**src/hw/rtl/lrp_pkg.sv**
```systemverilog
`default_nettype none
package lrp_pkg;
  localparam int RING_PAIRS_DEF = 191;
  localparam logic [63:0] WORD52 = 64'h000F_FFFF_FFFF_FFFF;
  localparam logic [63:0] CHAIN_MUL = 64'd6364136223846793005;
  localparam int CHAIN_SHIFT = 62;
  localparam int LUNG_SHIFT = 12;

  localparam logic [2:0] REG_PAIR_OFFSET = 3'd0;
  localparam logic [2:0] REG_SHIFT_ONE = 3'd1;
  localparam logic [2:0] REG_SHIFT_TWO = 3'd2;
  localparam logic [2:0] REG_MASK_LOW = 3'd3;
  localparam logic [2:0] REG_MASK_HIGH = 3'd4;
  localparam logic [2:0] REG_SEED_HIGH = 3'd5;

  localparam logic CMD_SEED = 1'b0;
  localparam logic CMD_GEN = 1'b1;

  typedef enum logic [3:0] {
    OP_IDLE  = 4'd0,
    OP_SEED  = 4'd1,
    OP_RDA   = 4'd2,
    OP_RDB   = 4'd3,
    OP_RDC   = 4'd4,
    OP_UPD0  = 4'd5,
    OP_UPD1  = 4'd6,
    OP_MUL   = 4'd7,
    OP_RDD   = 4'd8,
    OP_RDE   = 4'd9
  } op_t;

  typedef struct packed {
    op_t  op;
    logic load;
  } cmd_t;

  typedef struct packed {
    logic seed_done;
    logic mul_done;
  } sts_t;
endpackage
`default_nettype wire

```
**src/hw/rtl/lrp_ctrl.sv**
```systemverilog
`default_nettype none
module lrp_ctrl (
  input  wire logic clk,
  input  wire logic rst_n,
  input  wire logic in_tvalid,
  output logic      in_tready,
  input  wire logic in_cmd,
  input  wire logic out_busy,
  input  wire lrp_pkg::sts_t sts,
  output lrp_pkg::cmd_t      cmd
);
  import lrp_pkg::*;

  typedef enum logic [10:0] {
    S_IDLE  = 11'b00000000001,
    S_SMUL  = 11'b00000000010,
    S_SWR   = 11'b00000000100,
    S_RDA   = 11'b00000001000,
    S_RDB   = 11'b00000010000,
    S_RDC   = 11'b00000100000,
    S_UPD0  = 11'b00001000000,
    S_UPD1  = 11'b00010000000,
    S_WAIT  = 11'b00100000000,
    S_RDD   = 11'b01000000000,
    S_RDE   = 11'b10000000000
  } state_t;

  state_t state_r, state_nxt;
  logic acc;

  assign in_tready = (state_r == S_IDLE);
  assign acc = in_tvalid && in_tready;

  always_comb begin
    state_nxt = state_r;
    cmd.op = OP_IDLE;
    cmd.load = acc;
    case (state_r)
      S_IDLE: begin
        if (acc) state_nxt = (in_cmd == CMD_SEED) ? S_SMUL : S_WAIT;
      end
      S_SMUL: begin
        cmd.op = OP_MUL;
        if (sts.mul_done) state_nxt = S_SWR;
      end
      S_SWR: begin
        cmd.op = OP_SEED;
        state_nxt = sts.seed_done ? S_IDLE : S_SMUL;
      end
      S_WAIT: begin
        if (!out_busy) state_nxt = S_RDA;
      end
      S_RDA: begin
        cmd.op = OP_RDA;
        state_nxt = S_RDB;
      end
      S_RDB: begin
        cmd.op = OP_RDB;
        state_nxt = S_RDC;
      end
      S_RDC: begin
        cmd.op = OP_RDC;
        state_nxt = S_RDD;
      end
      S_RDD: begin
        cmd.op = OP_RDD;
        state_nxt = S_RDE;
      end
      S_RDE: begin
        cmd.op = OP_RDE;
        state_nxt = S_UPD0;
      end
      S_UPD0: begin
        cmd.op = OP_UPD0;
        state_nxt = S_UPD1;
      end
      S_UPD1: begin
        cmd.op = OP_UPD1;
        state_nxt = S_IDLE;
      end
      default: state_nxt = S_IDLE;
    endcase
  end

  always_ff @(posedge clk) begin
    if (!rst_n) state_r <= S_IDLE;
    else state_r <= state_nxt;
  end

  a_tready_idle: assert property (@(posedge clk) disable iff (!rst_n)
    in_tready |-> state_r == S_IDLE) else $error("tready outside idle");
  a_gen_seq: assert property (@(posedge clk) disable iff (!rst_n)
    state_r == S_RDA |=> state_r == S_RDB) else $error("read sequence broken");
  a_upd_ret: assert property (@(posedge clk) disable iff (!rst_n)
    state_r == S_UPD1 |=> in_tready) else $error("no return to idle");
endmodule
`default_nettype wire

```
**config.mk**
```make
export PLATFORM = sky130hd
export DESIGN_NAME = lrp_ctrl
export DESIGN_NICKNAME = d
export VERILOG_FILES = /design/src/hw/rtl/lrp_pkg.sv /design/src/hw/rtl/lrp_ctrl.sv
export SDC_FILE = /design/constraint.sdc
export NUM_CORES = 1
export LEC_CHECK = 0
export BUFFER_PORTS_ARGS = -buffer_cell sky130_fd_sc_hd__buf_2
export CAP_MARGIN = 10
export CORE_ASPECT_RATIO = 1.4
export CORE_MARGIN = 3
export CORE_UTILIZATION = 40
export DETAILED_ROUTE_END_ITERATION = 10
export GPL_TIMING_DRIVEN = 1
export HOLD_SLACK_MARGIN = 0.12
export MAX_ROUTING_LAYER = met4
export PLACE_DENSITY_LB_ADDON = 0.25
export SYNTH_ARGS = -nofsm -noshare
export SYNTH_HDL_FRONTEND = slang
export SYNTH_SLANG_ARGS = --single-unit
```
**constraint.sdc**
```tcl
create_clock -name clk -period 2.4 [get_ports clk]
set_input_delay 0 -clock clk [delete_from_list [all_inputs] [get_ports clk]]
set_output_delay 0 -clock clk [all_outputs]
set_load 0.02 [all_outputs]
```
Word level (Yosys, flattened, before mapping)
Index checks and enable logic that the tools add are counted.
- register bits after elaboration: 11
- input port bits: 7
- output and inout port bits: 6
- word-level logic and storage cells: 24
- equal/unequal tests: 14
- mux-type cells: 7
- reductions and logical operators: 2
- operators by type and width (cell ; number):
    11-bit case mux with 10 select lines ; 1
    4-bit case mux with 9 select lines ; 1
    11-bit 2-to-1 mux ; 3
    11-bit by 1-bit == test with 1-bit output, second input constant ; 1
    11-bit by 10-bit == test with 1-bit output, second input constant ; 1
    11-bit == test, second input constant ; 1
    11-bit by 2-bit == test with 1-bit output, second input constant ; 1
    11-bit by 3-bit == test with 1-bit output, second input constant ; 1
    11-bit by 4-bit == test with 1-bit output, second input constant ; 1
    11-bit by 5-bit == test with 1-bit output, second input constant ; 1
    11-bit by 6-bit == test with 1-bit output, second input constant ; 1
    11-bit by 7-bit == test with 1-bit output, second input constant ; 1
    11-bit by 8-bit == test with 1-bit output, second input constant ; 1
    11-bit by 9-bit == test with 1-bit output, second input constant ; 1
    9-bit 2-to-1 mux ; 1
    2-bit inequality test, second input constant ; 2
    3-bit AND reduction ; 1
    2-bit 2-to-1 mux ; 1
    2-bit by 1-bit inequality test with 1-bit output, second input constant ; 1
    1-bit logical AND ; 1

Depth between registers and ports, before layout
Gate-level depths: netlist of the first run.
- word-level depth: 4
- depth in mapped cells: 6
- gate-level depth less buffers: 4

Least setup slack after synthesis of the first run
OpenSTA, ideal clock, no wires.
- kind: reg2out
- start point: register state_r[6]
- end point: output port cmd[0] in the netlist's numbering
- arrival: 1936 ps
- required time: 2400 ps
- slack: 464 ps
- stages on the path, launching flop included: 7
- path buffers: 3
- cells stage by stage: dfxtp_1 buf_6 or4_4 buf_6 nor3_1 and2_1 buf_4
- word-level cells in the longest chain between the ends: 2
- RTL lines (item ; RTL line ; text):
    start: declaration ; lrp_ctrl.sv:28 ; state_t state_r, state_nxt;
    start signal: assignment ; lrp_ctrl.sv:87 ; else state_r <= state_nxt;
    11-bit by 1-bit == test with 1-bit output ; lrp_ctrl.sv:31 ; assign in_tready = (state_r == S_IDLE);
    net in_tready ; lrp_ctrl.sv:6 ; output logic in_tready,
    1-bit logical AND ; lrp_ctrl.sv:32 ; assign acc = in_tvalid && in_tready;
    end: declaration ; lrp_ctrl.sv:10 ; output lrp_pkg::cmd_t cmd
The timed path passes the listed nets, and every way through them passes these cells.

Worst setup path after layout of the first run
- start point: register state_r[0]
- end point: register state_r[8]
- word-level cells in the longest chain between the ends: 4
- elaborated cells between the ends (all ways): 16
- those cells by class: 13 x eq/ne; 1 x mux; 2 x reduce/logical
- RTL lines (item ; RTL line):
    11-bit by 1-bit == test with 1-bit output ; lrp_ctrl.sv:31, lrp_ctrl.sv:38
    1-bit logical AND ; lrp_ctrl.sv:32
    2-bit by 1-bit inequality test with 1-bit output (no line) ; -
    3-bit AND reduction (no line) ; -
Parallel ways exist; a longest one is shown, timed or not.
A chain may end at the register's enable or synchronous reset.

==> metrics, run 1 <==
status complete, no violations; hpwl dp 1430 microns; overall power 469 uW; Worst Setup End Kind flop; DP Area 815 sq um; GRT busiest layer met2; met3 usage in global routing 2.48%; synth warn 0; post-route minimum period 2.24 ns; Hold Vio Cnt, Final 0; Vert. Die Dim 57.9 microns; worst path required time 2.63 ns; Cells after Synth 98; Netlist cell types 33; Post-Syn Nets 105; critical path class reg2reg; max_cap viols 0; DIE WIDTH 43.0 microns; first-pass GRT wire length 3320 microns; multiplexer share of the synthesized area 0%; # fillers 190; TNS Setup 0 ns; clk_skew 0.00160 ns; compound-cell area share of the yosys netlist 14.0%; period utilization 93.3%; via/cell ratio 6.21; top-area cell type share of the netlist area 28.7%; peak supply drop 0.253 mV; area occupied by multi-input gates 475 sq um; area delta synth->final 16.0%; Hold Crit Class in2reg; count of input and output buffers 12; met2 Track Usage GR 28.1%; TritonCTS Buffers 3; DR iter-0 viols 35; clk sinks 11; Max clock buf depth 2; top flop regs state_r: 11 flops; Max Transition Viols Final 0; clk slew on worst S/H paths 0.08 ns; Worst EP arrival 2.47 ns; Overflow after GRT 0; met1 usage 21.0%; H-tree levels 1; CP max FO 12; Total Routing Usage GR 17.7%; Total Die Area 0.00249 sq mm; synth top area cells dfxtp_1 29%, nor3_1 5.2%, nor4_1 4.9%, nor4b_1 4.6%, nand3_1 3.9%; Nets 119; Post-Route WL 2030 microns; register area 220 sq um; pwr/cell area 526 mW/mm^2; post-synthesis xor/xnor area fraction 4.56%; Reg with most FFs state_r; num rows 18; Design Area, Final 891 sq um; # IOs 13; Max Fclk 446 MHz; CTS tree built; core area 0.00180 sq mm; Slew @ Worst Pin 0.389 ns; Resize count post-CTS 0; initial antenna violation count 0; number of diodes 0; Final ANT Viol Nets 0; FF+latch count, synth 11; Largest register FFs 11; simple-gate share of the synthesized area 43.3%; Skew-Pair Late Insertion Delay 0.29 ns; final setup vio count 0; Syn Std Cell Area 768 sq um; WL/cell 15.5 microns; layout cell share with drive strength beyond 1 19.8%; vias in the first global route 726; main combinational cell family by area after synthesis simple AND/OR/NAND/NOR gates; RSZ-0062 raised after global routing no; post-synthesis cell type with the largest combined area dfxtp_1; Slew HR 73.7%; global placer's final weighted congestion 0.865; largest net degree at the start of global routing 13; sequential area share after synthesis 28.7%; Leak Pwr 0.351 nW; Adder-Cell Fraction of Synth Area 0%; clk root buf clkbuf_4; Starting Density 42.6%; via count 813; synthesized area per cell 7.84 sq um; Worst setup SP type flop; drt drc 0; TritonRoute pass-1 iters 4
==> metrics by stage <==
step / util, % / setup slack, ns / hold WS, ns / std cells
after global placement: 45.2 / 0.470 / 0.247 / 122
after CTS: 49.4 / 0.188 / 0.135 / 131
final: 49.4 / 0.160 / 0.141 / 131
after global routing: 49.4 / 0.00140 / 0.190 / 131
after floorplan: - / 0.464 / 0.0913 / 98
after detailed placement: 45.2 / 0.424 / 0.252 / 122
==> routing by layer <==
layer  wire [microns]  vias to the layer above
met1              869                      387
li1                 -                      393
met5                0                        -
met3               98                        4
met4               40                        0
met2             1020                       29
==> layout by cell type (no fill, tap or decap) <==
cell type	Yosys	final
dfxtp_1	11	11
o211ai_1	2	2
clkbuf_4	0	3
o211ai_2	1	1
buf_4	1	3
and2_1	3	3
nor2b_1	1	1
o22ai_1	2	2
nand2b_1	4	4
a21boi_1	2	2
nand3b_1	3	3
o311ai_0	1	1
a31oi_1	1	1
inv_1	3	3
o21ai_0	4	4
or3_1	1	1
nor4_1	6	6
or4_4	1	1
or4_1	3	3
dlygate4sd3_1	0	5
nor3_1	8	8
o2111ai_1	1	1
xor2_1	3	3
or4b_2	2	2
or4b_1	1	1
nand2_1	4	4
buf_2	1	12
clkbuf_1	7	1
a32oi_1	1	1
nand3_1	6	6
nor4b_1	4	4
xnor2_1	1	1
nor4bb_1	1	1
nor2_1	6	6
==> worst max-delay path, cell delays in order (launching register included) <==
cell,delay [ns]
dfxtp_1,0.55
or4b_1,0.53
nor3_1,0.30
nand3_1,0.12
dlygate4sd3_1,0.57
a21boi_1,0.11
==> report_power, final <==
group	switching (mW)	leakage [nW]	internal [mW]
clock	0.0742	0.0150	0.0648
combinational	0.0647	0.246	0.0593
sequential	0.0175	0.0891	0.188
==> cells by family (layout without fill, tap and decap cells) <==
| kind of cell | Yosys count | count (layout) |
|---|---|---|
| and+or+nand+nor | 54 | 54 |
| AOI/OAI and AO/OA | 15 | 15 |
| buffers and inverters | 14 | 27 |
| DFF | 11 | 11 |
| xor gates and xnor gates | 4 | 4 |
==> cells in the mapped netlist, drive strengths merged <==
cell,count
dfxtp,11
nor3,8
clkbuf,7
nand3,6
nor2,6
nor4,6
buf,4
nand2,4
nand2b,4
nor4b,4
o21ai,4
or4,4
and2,3
inv,3
nand3b,3
o211ai,3
or4b,3
xor2,3
a21boi,2
o22ai,2
a31oi,1
a32oi,1
nor2b,1
nor4bb,1
o2111ai,1
o311ai,1
or3,1
xnor2,1
==> timing repair <==
item                      CTS  global route
hold endpoints to repair   11             0
setup buffers               0             0
hold buffers                5             0
==> cell type report <==
cell class / instances / area share (%)
clock buffers: 4 / 2.95
inverters: 3 / 1.26
multi-input cells: 73 / 53.4
flip-flops and latches: 11 / 24.7
well taps: 20 / 2.81
repair buffers: 20 / 14.9
==> final timing paths <==
| kind | cells past startpoint | slack [ns] | endpoint | from |
|---|---|---|---|---|
| setup / recovery | 5 | 0.16 | state_r[8]$_SDFFE_PN0P_ | state_r[0]$_SDFFE_PN1P_ |
| hold / removal | 4 | 0.14 | state_r[8]$_SDFFE_PN0P_ | out_busy |
| setup reg to reg | 5 | 0.16 | state_r[8]$_SDFFE_PN0P_ | state_r[0]$_SDFFE_PN1P_ |
| hold reg to reg | 2 | 0.58 | state_r[10]$_SDFFE_PN0P_ | state_r[9]$_SDFFE_PN0P_ |
Note: power is estimated with default switching activity, not from simulation.
==> run 2: changes to the inputs <==
==> constraint.sdc (replaced) <==
create_clock -name clk -period 2.1 [get_ports clk]
set_input_delay 0 -clock clk [delete_from_list [all_inputs] [get_ports clk]]
set_output_delay 0 -clock clk [all_outputs]
set_load 0.02 [all_outputs]
==> run 2 against run 1 <==
Compared with the run above:
- sequential power is 9% higher
- clock skew is 0.0017 ns higher
- cell count is 1.5% higher
- worst hold slack improved by 0.0094 ns
- clock power increased by 10%
- global-route usage is 0.095 points higher
- critical path depth grew 1
- power rose by 14%
- wire length decreased by 0.20%
- count of clock-buffer cells in the layout stayed put
- highest routed layer unchanged
==> metrics, run 2 (same netlist as run 1, synthesis figures left out) <==
Slew @ Worst Pin 0.408 ns (+0.0191 ns); Skew-Pair Late Insertion Delay 0.28 ns (about the same); hpwl dp 1490 microns (+4.6%); H-tree levels 1 (unchanged); Max Transition Viols Final 0 (unchanged); number of diodes 0 (unchanged); peak supply drop 0.324 mV (+28%); Worst EP arrival 1.96 ns (-0.51 ns); Hold Crit Class in2reg; vias in the first global route 726 (unchanged); TritonCTS Buffers 3 (unchanged); period utilization 93.4%; count of input and output buffers 12 (unchanged); clk_skew 0.00329 ns (+0.00169 ns); Buffers & Inverters on Critical Path 2 (+1); num rows 18 (unchanged); CP peak stage delay 0.69 ns (+0.12 ns); Slew HR 72.5% (-1.2 points); # IOs 13 (unchanged); largest net degree at the start of global routing 12 (-1); Design Area, Final 917 sq um (+2.9%); Crit path max-delay family simple AND/OR/NAND/NOR gates; clk root buf clkbuf_4; clk sinks 11 (unchanged); CP max FO 11 (-1); Nets 121 (+1.7%); area delta synth->final 19.4%; most frequent cells in the layout 12 x buf_2, 10 x dfxtp_1, 8 x nor3_1; Total Die Area 0.00249 sq mm (unchanged); layout cell share with drive strength beyond 1 24.8% (+5.0 points); Total Routing Usage GR 17.8% (+0.095 points); Largest register FFs 11 (unchanged); worst path required time 2.10 ns (-0.53 ns); top flop regs state_r: 11 flops; Vert. Die Dim 57.9 microns (unchanged); via count 834 (+2.6%); DIE WIDTH 43.0 microns (unchanged); CTS tree built; commonest non-fill, non-tap cell in the layout buf_2; Post-Route WL 2020 microns (-0.20%); Slowest-stage cell, CP or4b_2; post-route minimum period 1.96 ns; worst hold path depth 4 (unchanged); Max clock buf depth 2 (unchanged); Worst setup SP type flop; Reg with most FFs state_r; final setup vio count 0 (unchanged); TNS Setup 0 ns (unchanged); stages on the worst setup path 6 (+1); max_cap viols 0 (unchanged); RSZ-0062 raised after global routing no; Final ANT Viol Nets 0 (unchanged); core area 0.00180 sq mm (unchanged); initial antenna violation count 0 (unchanged); Starting Density 42.6% (unchanged); DP Worst Slack 0.178 ns (-0.246 ns); DR iter-0 viols 26 (-26%); Overflow after GRT 0 (unchanged); drt drc 0 (unchanged); TritonRoute pass-1 iters 4 (unchanged); worst reg2reg path depth 4 (-1); pwr/cell area 584 mW/mm^2 (+11%); status complete, no violations; Worst Setup End Kind output pin; Cell Chain, Critical Path buf_4 > or4b_2 > nor2_1 > o21ai_0 > o211ai_1 > buf_2; Max Fclk 510 MHz; clk slew on worst S/H paths 0.07 ns (about the same); Worst Slack Setup Final 0.138 ns (-0.0224 ns); WL/cell 15.2 microns (-1.7%); via/cell ratio 6.27 (+1.0%); critical path class reg2out; Leak Pwr 0.371 nW (+5.8%); first-pass GRT wire length 3180 microns (-4.2%); DP Area 837 sq um (+2.8%); Hold Vio Cnt, Final 0 (unchanged); global placer's final weighted congestion 0.870 (+0.50%)
[run 2: cell types whose count changed in the layout (fill, tap and decap cells not counted)]
cell and delta:
dlygate4sd3_1 -1, nor4b_2 +1, nor4_2 +1, nor4b_1 -1
dfxtp_2 +1, nor4_1 -1, buf_4 +3, dfxtp_1 -1
[run 2: worst min-delay path, cell delays in order]
cell,delay (ns)
buf_2,0.10
nor4bb_1,0.14
nand3_1,0.09
a21boi_1,0.06
[run 2: worst paths after layout]
path | startpoint | end | slack, ns
worst max-delay path | state_r[0]$_SDFFE_PN1P_ | cmd[1] | 0.14
worst min register to register | state_r[9]$_SDFFE_PN0P_ | state_r[10]$_SDFFE_PN0P_ | 0.57
worst max register to register | state_r[4]$_SDFFE_PN0P_ | state_r[3]$_SDFFE_PN0P_ | 0.16
worst min-delay path | out_busy | state_r[8]$_SDFFE_PN0P_ | 0.15
[run 2: layer usage]
layer	global-route usage [%]	vias up	share of wire, %
met2	29.2	49	48
met5	-	-	0
li1	-	400	-
met1	19.0	374	41
met4	12.1	0	3.2
met3	3.42	11	7.0
[run 2: area by class of cell]
| type | instances | area, sq um |
|---|---|---|
| inverters | 3 | 11.3 |
| well taps | 20 | 25.0 |
| clock buffers | 4 | 26.3 |
| flip-flops and latches | 11 | 221 |
| repair buffers | 22 | 145 |
| multi-input cells | 73 | 488 |
| fillers | 175 | 885 |
[run 2: power by group]
part / internal (mW) / switching [mW]
Clock: 0.0739 / 0.0792
Sequential: 0.216 / 0.00882
Combinational: 0.0704 / 0.0876
Total: 0.360 / 0.176
[run 2: metrics by stage]
step,std cells,hold WS (ns),util [%],total power [mW]
after floorplan,98,0.0913,-,0.334
after global placement,125,0.251,46.5,0.377
after detailed placement,125,0.251,46.5,0.378
after CTS,133,0.147,50.1,0.536
after global routing,133,0.184,50.9,0.562
final,133,0.150,50.9,0.536
[run 2: repair_timing]
| item | 4_1_cts | 5_1_grt |
|---|---|---|
| buffers inserted | 0 | 0 |
| hold buffers | 4 | 0 |
| hold endpoints to repair | 10 | 0 |
| gates resized for setup | 0 | 3 |
| endpoints found under the setup margin | 0 | 4 |
